File: src/rtl/core/afs_pkg.sv
// shared types and constants for the animation frame sequencer
package afs_pkg;

    localparam int CFG_AW = 3;
    localparam int CFG_DW = 32;

    // configuration register indexes
    localparam logic [CFG_AW-1:0] REG_FRAME_COUNT    = 3'd0;
    localparam logic [CFG_AW-1:0] REG_DELAY_PER_UNIT = 3'd1;
    localparam logic [CFG_AW-1:0] REG_REPEAT_DELAY   = 3'd2;
    localparam logic [CFG_AW-1:0] REG_START_FRAME    = 3'd3;
    localparam logic [CFG_AW-1:0] REG_END_FRAME      = 3'd4;
    localparam logic [CFG_AW-1:0] REG_REPEAT_TIMES   = 3'd5;
    localparam logic [CFG_AW-1:0] REG_STOP_FRAME     = 3'd6;

    // request opcodes
    localparam logic [1:0] OP_TICK    = 2'd0;
    localparam logic [1:0] OP_LOAD    = 2'd1;
    localparam logic [1:0] OP_RESTART = 2'd2;
    localparam logic [1:0] OP_SEEK    = 2'd3;

    // play status codes
    localparam logic [1:0] ST_PLAYING      = 2'd0;
    localparam logic [1:0] ST_JUMP_PENDING = 2'd1;
    localparam logic [1:0] ST_STOP_PENDING = 2'd2;
    localparam logic [1:0] ST_STOPPED      = 2'd3;

    localparam logic [6:0]  NONE_SHOWN  = 7'h7F;
    localparam logic [6:0]  FRAME_AUTO  = 7'h7F;
    localparam logic [47:0] ELAPSED_MAX = 48'hFFFF_FFFF_FFFF;

    typedef struct packed {
        logic [1:0]  opcode;
        logic [31:0] tick_time;
        logic [5:0]  frame_index;
        logic [15:0] delay_units;
    } in_item_t;

    typedef struct packed {
        logic [5:0] current_frame;
        logic       new_frame_shown;
        logic       completed;
    } out_item_t;

    typedef struct packed {
        logic [6:0]  frame_count;
        logic [31:0] delay_per_unit;
        logic [15:0] repeat_delay;
        logic [5:0]  start_frame;
        logic [6:0]  end_frame;
        logic [15:0] repeat_times;
        logic [6:0]  stop_frame;
    } cfg_t;

    typedef struct packed {
        logic [6:0]  cur_frame;
        logic [47:0] elapsed;
        logic        wrapped_once;
        logic [1:0]  play_status;
        logic [15:0] repeats_left;
        logic [6:0]  shown_frame;
        logic [6:0]  resolved_end;
        logic [6:0]  resolved_stop;
    } state_t;

endpackage

File: src/rtl/core/animation_frame_sequencer.sv
// animation frame sequencer top level: request register, step logic, result register
// a request waits in the request register until the result register is free
// one request per cycle when m_ready allows; delay table read is prefetched for next frame
// a delay load that hits the prefetched frame is forwarded around the ram
// reset (aresetn low, synchronous) clears control and play state, frame delays stay undefined
module animation_frame_sequencer #(
    parameter int MAX_FRAMES = 64
) (
    input  logic                       aclk,
    input  logic                       aresetn,
    input  logic                       s_valid,
    output logic                       s_ready,
    input  afs_pkg::in_item_t          s_data,
    output logic                       m_valid,
    input  logic                       m_ready,
    output afs_pkg::out_item_t         m_data,
    input  logic                       cfg_we,
    input  logic [afs_pkg::CFG_AW-1:0] cfg_addr,
    input  logic [afs_pkg::CFG_DW-1:0] cfg_wdata
);
    import afs_pkg::*;

    localparam int AW = $clog2(MAX_FRAMES);
    localparam logic [10:0] MAXF = 11'(MAX_FRAMES);

    cfg_t      cfg;
    in_item_t  in_reg;
    logic      in_valid_reg;
    logic      in_valid_next;
    out_item_t out_reg;
    logic      out_valid_reg;
    logic      out_valid_next;
    state_t    st_reg;
    state_t    st_step;
    state_t    st_next;
    out_item_t res;
    logic      fire;
    logic      wr_en;
    logic [AW-1:0] waddr;
    logic [AW-1:0] raddr;
    logic [15:0]   rdata;
    logic [15:0]   delay;
    logic          fwd_hit_reg;
    logic          fwd_hit_next;
    logic [15:0]   fwd_data_reg;

    afs_cfg_regs u_cfg (
        .aclk      (aclk),
        .aresetn   (aresetn),
        .cfg_we    (cfg_we),
        .cfg_addr  (cfg_addr),
        .cfg_wdata (cfg_wdata),
        .cfg       (cfg)
    );

    assign fire    = in_valid_reg && (!out_valid_reg || m_ready);
    assign s_ready = !in_valid_reg || fire;

    assign in_valid_next  = (s_valid && s_ready) || (in_valid_reg && !fire);
    assign out_valid_next = fire || (out_valid_reg && !m_ready);

    assign delay = fwd_hit_reg ? fwd_data_reg : rdata;

    afs_step #(
        .MAX_FRAMES (MAX_FRAMES)
    ) u_step (
        .cfg     (cfg),
        .st      (st_reg),
        .item    (in_reg),
        .delay   (delay),
        .st_next (st_step),
        .res     (res)
    );

    assign st_next = fire ? st_step : st_reg;

    // delay table write and prefetch of the frame current after this cycle
    assign wr_en = fire && in_reg.opcode == OP_LOAD &&
                   11'(in_reg.frame_index) < MAXF;
    assign waddr = AW'(in_reg.frame_index);
    assign raddr = AW'(st_next.cur_frame);
    assign fwd_hit_next = wr_en && waddr == raddr;

    afs_ram #(
        .WIDTH (16),
        .DEPTH (MAX_FRAMES)
    ) u_delays (
        .aclk  (aclk),
        .we    (wr_en),
        .waddr (waddr),
        .wdata (in_reg.delay_units),
        .raddr (raddr),
        .rdata (rdata)
    );

    always_ff @(posedge aclk) begin
        if (!aresetn) begin
            in_valid_reg        <= 1'b0;
            out_valid_reg       <= 1'b0;
            fwd_hit_reg         <= 1'b0;
            st_reg.cur_frame     <= '0;
            st_reg.elapsed       <= '0;
            st_reg.wrapped_once  <= 1'b0;
            st_reg.play_status   <= ST_PLAYING;
            st_reg.repeats_left  <= '0;
            st_reg.shown_frame   <= NONE_SHOWN;
            st_reg.resolved_end  <= '0;
            st_reg.resolved_stop <= '0;
        end else begin
            in_valid_reg  <= in_valid_next;
            out_valid_reg <= out_valid_next;
            fwd_hit_reg   <= fwd_hit_next;
            st_reg        <= st_next;
        end
    end

    always_ff @(posedge aclk) begin
        if (s_valid && s_ready) begin
            in_reg <= s_data;
        end
        if (fire) begin
            out_reg <= res;
        end
        fwd_data_reg <= in_reg.delay_units;
    end

    assign m_valid = out_valid_reg;
    assign m_data  = out_reg;

endmodule

File: src/rtl/core/afs_ram.sv
// generic single write port ram with registered read
module afs_ram #(
    parameter int WIDTH = 16,
    parameter int DEPTH = 64
) (
    input  logic                     aclk,
    input  logic                     we,
    input  logic [$clog2(DEPTH)-1:0] waddr,
    input  logic [WIDTH-1:0]         wdata,
    input  logic [$clog2(DEPTH)-1:0] raddr,
    output logic [WIDTH-1:0]         rdata
);

    logic [WIDTH-1:0] mem_reg [DEPTH];
    logic [WIDTH-1:0] rdata_reg;

    always_ff @(posedge aclk) begin
        if (we) begin
            mem_reg[waddr] <= wdata;
        end
        rdata_reg <= mem_reg[raddr];
    end

    assign rdata = rdata_reg;

endmodule

File: src/rtl/core/afs_cfg_regs.sv
// configuration register file with write decode
module afs_cfg_regs (
    input  logic                       aclk,
    input  logic                       aresetn,
    input  logic                       cfg_we,
    input  logic [afs_pkg::CFG_AW-1:0] cfg_addr,
    input  logic [afs_pkg::CFG_DW-1:0] cfg_wdata,
    output afs_pkg::cfg_t              cfg
);
    import afs_pkg::*;

    cfg_t cfg_reg;
    cfg_t cfg_next;

    always_comb begin
        cfg_next = cfg_reg;
        if (cfg_we) begin
            unique case (cfg_addr)
                REG_FRAME_COUNT:    cfg_next.frame_count    = cfg_wdata[6:0];
                REG_DELAY_PER_UNIT: cfg_next.delay_per_unit = cfg_wdata[31:0];
                REG_REPEAT_DELAY:   cfg_next.repeat_delay   = cfg_wdata[15:0];
                REG_START_FRAME:    cfg_next.start_frame    = cfg_wdata[5:0];
                REG_END_FRAME:      cfg_next.end_frame      = cfg_wdata[6:0];
                REG_REPEAT_TIMES:   cfg_next.repeat_times   = cfg_wdata[15:0];
                REG_STOP_FRAME:     cfg_next.stop_frame     = cfg_wdata[6:0];
                default:            cfg_next = cfg_reg;
            endcase
        end
    end

    always_ff @(posedge aclk) begin
        if (!aresetn) begin
            cfg_reg.frame_count    <= '0;
            cfg_reg.delay_per_unit <= '0;
            cfg_reg.repeat_delay   <= '0;
            cfg_reg.start_frame    <= '0;
            cfg_reg.end_frame      <= FRAME_AUTO;
            cfg_reg.repeat_times   <= '0;
            cfg_reg.stop_frame     <= FRAME_AUTO;
        end else begin
            cfg_reg <= cfg_next;
        end
    end

    assign cfg = cfg_reg;

endmodule

File: src/rtl/core/afs_step.sv
// next-state and result logic for one request
module afs_step #(
    parameter int MAX_FRAMES = 64
) (
    input  afs_pkg::cfg_t      cfg,
    input  afs_pkg::state_t    st,
    input  afs_pkg::in_item_t  item,
    input  logic [15:0]        delay,
    output afs_pkg::state_t    st_next,
    output afs_pkg::out_item_t res
);
    import afs_pkg::*;

    localparam logic [10:0] MAXF = 11'(MAX_FRAMES);

    logic [6:0]  n;
    logic [6:0]  last;
    logic [6:0]  res_end;
    logic [16:0] units;
    logic [48:0] interval;
    logic [48:0] esum;
    logic [47:0] e1;
    logic [47:0] e2;
    logic [5:0]  inc6;
    logic [6:0]  nf;
    logic [15:0] rl;
    logic        do_show;

    // effective frame count saturates at the table depth
    assign n = (11'(cfg.frame_count) > MAXF) ? 7'(MAXF) : cfg.frame_count;

    always_comb begin
        units = '0;
        if (st.cur_frame < n) begin
            units = 17'(delay);
            if (st.cur_frame == 7'd0 && st.wrapped_once) begin
                units = units + 17'(cfg.repeat_delay);
            end
        end
    end

    assign interval = 49'(units) * 49'(cfg.delay_per_unit);

    always_comb begin
        st_next = st;
        res     = '0;
        do_show = 1'b0;
        esum    = {1'b0, st.elapsed} + 49'(item.tick_time);
        e1      = esum[48] ? ELAPSED_MAX : esum[47:0];
        e2      = e1 - interval[47:0];
        inc6    = st.cur_frame[5:0] + 6'd1;
        nf      = {1'b0, inc6};
        rl      = st.repeats_left - 16'd1;
        last    = (n == 7'd0) ? 7'd0 : n - 7'd1;
        res_end = (cfg.end_frame[6] || cfg.end_frame > last) ? last : cfg.end_frame;

        unique case (item.opcode)
            OP_TICK: begin
                if (n != 7'd0) begin
                    st_next.elapsed = e1;
                    if ({1'b0, e1} >= interval) begin
                        // leftover time clamped to one unit
                        st_next.elapsed = (e2 > 48'(cfg.delay_per_unit)) ?
                                          48'(cfg.delay_per_unit) : e2;
                        if (nf > last || nf == 7'd0) begin
                            nf = 7'd0;
                            st_next.wrapped_once = 1'b1;
                        end
                        st_next.cur_frame = nf;
                        priority if (st.play_status == ST_JUMP_PENDING) begin
                            st_next.cur_frame   = {1'b0, cfg.start_frame};
                            st_next.play_status = ST_PLAYING;
                        end else if (st.play_status == ST_STOP_PENDING) begin
                            st_next.cur_frame   = st.resolved_stop;
                            st_next.play_status = ST_STOPPED;
                            res.completed       = 1'b1;
                        end else if (nf == st.resolved_end) begin
                            if (st.repeats_left != 16'd0) begin
                                st_next.repeats_left = rl;
                                st_next.play_status  = (rl == 16'd0) ?
                                                       ST_STOP_PENDING : ST_JUMP_PENDING;
                            end else if (cfg.start_frame != 6'd0) begin
                                st_next.play_status = ST_JUMP_PENDING;
                            end
                        end
                        do_show = 1'b1;
                    end
                end
            end
            OP_LOAD: begin
                st_next = st;
            end
            OP_RESTART: begin
                st_next.resolved_end  = res_end;
                st_next.resolved_stop = cfg.stop_frame[6] ? res_end :
                                        {1'b0, cfg.stop_frame[5:0]};
                st_next.repeats_left  = cfg.repeat_times;
                st_next.cur_frame     = {1'b0, cfg.start_frame};
                st_next.elapsed       = '0;
                st_next.play_status   = ST_PLAYING;
                st_next.wrapped_once  = 1'b0;
                st_next.shown_frame   = NONE_SHOWN;
                do_show               = 1'b1;
            end
            OP_SEEK: begin
                st_next.cur_frame = {1'b0, item.frame_index};
                st_next.elapsed   = '0;
                do_show           = 1'b1;
            end
            default: begin
                st_next = st;
            end
        endcase

        // out-of-range frames are never shown
        if (do_show && st_next.cur_frame != st_next.shown_frame &&
            st_next.cur_frame < n) begin
            st_next.shown_frame = st_next.cur_frame;
            res.new_frame_shown = 1'b1;
        end
        res.current_frame = st_next.cur_frame[5:0];
    end

endmodule
File: config.mk
export PLATFORM = sky130hd
export DESIGN_NAME = animation_frame_sequencer
export DESIGN_NICKNAME = d
export VERILOG_FILES = /design/src/rtl/core/afs_pkg.sv /design/src/rtl/core/animation_frame_sequencer.sv /design/src/rtl/core/afs_ram.sv /design/src/rtl/core/afs_cfg_regs.sv /design/src/rtl/core/afs_step.sv
export SDC_FILE = /design/constraint.sdc
export NUM_CORES = 2
export LEC_CHECK = 0
export BUFFER_PORTS_ARGS = -buffer_cell sky130_fd_sc_hd__buf_2
export CAP_MARGIN = 5
export CORE_MARGIN = 3
export CORE_UTILIZATION = 40
export CTS_CLUSTER_DIAMETER = 50
export DETAILED_ROUTE_END_ITERATION = 8
export GPL_TIMING_DRIVEN = 0
export PLACE_DENSITY = 0.53
export SLEW_MARGIN = 25
export SYNTH_ARGS = -nofsm -noshare
export SYNTH_HDL_FRONTEND = slang
export SYNTH_SLANG_ARGS = --single-unit
File: constraint.sdc
create_clock -name aclk -period 16.1 [get_ports aclk]
set_input_delay 0.805 -clock aclk [delete_from_list [all_inputs] [get_ports aclk]]
set_output_delay 0.805 -clock aclk [all_outputs]
set_load 0.05 [all_outputs]
==> results.md <==
- Detailed placer's ending HPWL: between 200000 and 250000 microns
- Starting Density: 40.3%
- IR drop worst, VDD: roughly 0.12 mV
- H-tree depth reported by CTS: 4
- Post-synth ARST share: 0%
- Biggest cell delay along the critical path: around 560 ps
- Fraction of final layout cells with drive strength greater than 1: 11.3%
- Critical path required time: around 17000 ps
- Fill cell instance count of the final layout: about 18000
- Number of flip-flops in the largest register: 1024
- Maximum clock path buffer count: 3
- Grt ovf: 0
- Number of placement rows: around 160
- Cell mode on critical path: sky130_fd_sc_hd__a21oi_1
- Seq cells post-synth: roughly 1300
- DIE WIDTH: 441 microns
- Leading cell types in the layout, fill and taps excluded: sky130_fd_sc_hd__nand2_1 (1774), sky130_fd_sc_hd__edfxtp_1 (1088), sky130_fd_sc_hd__inv_1 (546), sky130_fd_sc_hd__nand3_1 (494), sky130_fd_sc_hd__fa_1 (452)
- Area overhead of the layout relative to synthesis: 15.8%
- Clock net sink count: about 1300
- Maximum number of pins on one net before global-route repair: 37
- Final standard cell utilization of the core: between 40 and 50%
- Clock buffers created by TritonCTS: between 150 and 200
- Top fanout value on the critical path: 10
- Leading area contributor after synthesis: sky130_fd_sc_hd__edfxtp_1
- Via density per instance: 5.62
- Die Height: around 440 microns
- Post-layout net count: around 8600
- Total of endpoints with negative setup slack in the final report: 0
- Antenna violations before repair: 9
- Category of the worst setup path launch point: register
- Layout Cell Area excl Fill: between 80000 and 90000 sq um
- Post-synthesis share of cell area spent on and, or, nand and nor gates: 18.1%
- Critical path class: register to register
- First-pass detailed-route iteration total: 7
- GPL Wtd Cong: 1.04
- TritonCTS clock tree: yes
- Power after layout: a little over 9 mW
- Placeable core region: around 190000 sq um
- Synth top area share: between 40% and 50%
- Initial detailed-routing violation count: 6089
- Worst slack at placement: -2510 ps
- Dominant combinational cell family by area after synthesis: simple AND/OR/NAND/NOR gates
- Kind of end point of the critical path: register
- Setup TNS: 0 ps
- Commonest register cell after synthesis: sky130_fd_sc_hd__edfxtp_1
- Total routing usage reported by global routing: a little over a quarter
- Final Max Tran Viols: 0
- Number of enable-type register cells in the synthesized netlist: 1088
- Pwr dens: around 100 nW/um^2
- Num ports: around 110
- Max Cap Violations: 0
- Adder and majority gate portion of the synthesized area: 16.7%
- Top cells by area in the synthesized netlist: sky130_fd_sc_hd__edfxtp_1 (43%), sky130_fd_sc_hd__fa_1 (12%), sky130_fd_sc_hd__nand2_1 (8.8%), sky130_fd_sc_hd__dfxtp_1 (5.8%), sky130_fd_sc_hd__ha_1 (4.7%)
- Clock edge transition at the registers on the reported setup and hold paths: 60 ps
- Aggregate routed wire length: approximately 270000 microns
- Mean instance size in the synthesized netlist: 10.3 sq um
- Number of distinct standard cells referenced by the synthesized netlist: 100
- Most common cell after layout, fill and taps aside: sky130_fd_sc_hd__nand2_1
- Number of nets produced by synthesis: 8187
- Standby leakage power: ~34 nW
- Post-route worst setup slack: roughly 530 ps
- Average detailed-routed wire length per instance: roughly 26 microns
- Tcrit/Tclk final: between 90% and 100%
- Fmax achieved: around 0.064 GHz
- Worst-Margin Slew: ~1100 ps
- Number of global-route vias before repair: 57120
- Status: complete, no violations
- Global-route wire length before repair: 390000 microns
- Slowest cell on the critical path: sky130_fd_sc_hd__fa_1
- Fraction of the yosys area taken by sequential cells: 49.0%
- Cells after Synth: between 7000 and 8000
- Post-synthesis compound-gate area fraction: about 8%
- Number of synthesis warnings: 0
- Endpoint arrival time on the critical path: 16090 ps
- Post-DRT Antenna Nets: 0
- Worst-skew pair later-pin latency: between 800 and 900 ps
- Total number of vias: 58266
- Clock root buffer: sky130_fd_sc_hd__clkbuf_16
- Cell area reported after detailed placement: approximately 81000 sq um
- Tightest slew margin relative to the limit: 22.7%
- Multiplexer fraction of the synthesized cell area: under 10%
- Area of the multi-input gates: roughly 36000 sq um
- Minimum period implied by the final worst setup slack: ~16000 ps
- Synth Cell Area: around 76000 sq um
- XOR/XNOR share of the synthesized area: roughly 1.8%
- Die area: 195000 sq um
- # port buffers: between 100 and 150
- Detailed-route DRC error count: 0
- Final Hold Fails: 0
- Worst Skew: 67.0 ps
- Worst min-delay path category: input port to register
- Storage cell area: roughly 37000 sq um
## final timing paths
| kind | startpoint | to | slack [ps] | depth (start not counted) |
|---|---|---|---|---|
| setup reg to reg | fwd_hit_reg | u_delays.rdata[9] | 530 | 59 |
| setup / recovery | fwd_hit_reg | u_delays.rdata[9] | 530 | 59 |
| hold reg to reg | u_cfg.cfg[8] | u_cfg.cfg[8] | 460 | 2 |
| hold / removal | s_data[15] | in_reg[15] | 160 | 1 |
## cell usage after synthesis, types with 27 or more instances
library cell	count
sky130_fd_sc_hd__o211ai_1	34
sky130_fd_sc_hd__clkbuf_1	320
sky130_fd_sc_hd__a21oi_1	306
sky130_fd_sc_hd__dfxtp_1	221
sky130_fd_sc_hd__nor2b_1	35
sky130_fd_sc_hd__buf_1	31
sky130_fd_sc_hd__inv_1	546
sky130_fd_sc_hd__ha_1	285
sky130_fd_sc_hd__xnor2_1	93
sky130_fd_sc_hd__nand2b_1	32
sky130_fd_sc_hd__a311oi_1	87
sky130_fd_sc_hd__buf_2	58
sky130_fd_sc_hd__fa_1	452
sky130_fd_sc_hd__nor4_1	52
sky130_fd_sc_hd__o21ai_0	155
sky130_fd_sc_hd__xor2_1	60
sky130_fd_sc_hd__nand2_1	1778
sky130_fd_sc_hd__a21o_1	80
sky130_fd_sc_hd__edfxtp_1	1088
sky130_fd_sc_hd__o21bai_1	29
sky130_fd_sc_hd__o21a_1	27
sky130_fd_sc_hd__and3_1	104
sky130_fd_sc_hd__and2_1	42
sky130_fd_sc_hd__a211oi_1	34
sky130_fd_sc_hd__nand3_1	501
sky130_fd_sc_hd__nor3_1	174
sky130_fd_sc_hd__nand4_1	52
sky130_fd_sc_hd__mux2i_1	84
sky130_fd_sc_hd__nor2_1	314
## routing by layer
metal	up-vias	wire [microns]	track usage (%)
met5	-	0	0
met4	0	13600	12.2
met3	545	19500	4.22
met2	2460	122000	43.4
met1	29083	113000	37.2
li1	26178	-	-
## critical path: cells and delay by family, from the launching register on
kind	cells	cell delay [ps]
buf+inv	7	1680
xor+xnor	1	490
compound gates	25	4950
fa+ha+maj	10	4400
mux	1	430
flops	1	450
simple gates	15	2800
## kinds of logic (layout without fill, tap and decap cells)
group | count (synthesis) | count (layout)
AND/OR/NAND/NOR | 3144 | 3144
flip-flops | 1309 | 1309
buffers and inverters | 968 | 1489
AO/OA/AOI/OAI | 936 | 936
adder cells (fa/ha/maj) | 737 | 737
XOR/XNOR | 154 | 154
multiplexers | 106 | 106
other | 0 | 1
## power by group
part	internal (mW)	total [mW]	switching (mW)
Combinational	0.528	1.81	1.28
Sequential	3.70	3.74	0.0345
Clock	2.12	3.61	1.49
## final cells by class
| type | instances | area share, % |
|---|---|---|
| clock inverter | 93 | 1.17 |
| multi-input combinational | 5077 | 41.1 |
| timing repair buffer | 234 | 2.53 |
| tap | 2495 | 3.56 |
| buffer | 406 | 2.06 |
| inverter | 558 | 2.39 |
| antenna | 1 | 0.00285 |
| clock buffer | 198 | 4.86 |
| sequential | 1309 | 42.3 |
## per-stage QoR
| stage | instances | hold slack [ps] |
|---|---|---|
| 2_1_floorplan | 7354 | 428 |
| 3_3_place_gp | 9953 | 449 |
| 3_5_place_dp | 10064 | 449 |
| 4_1_cts | 10359 | 109 |
| 5_1_grt | 10370 | 123 |
| 6_report | 10371 | 158 |
## timing repair
action	in CTS	in global routing
cloned	0	0
endpoints found under the setup margin	81	62
pin swaps	7	13
buffers inserted	5	14
hold buffers	0	0
resized for setup	155	202
Note: power is estimated with default switching activity, not from simulation.
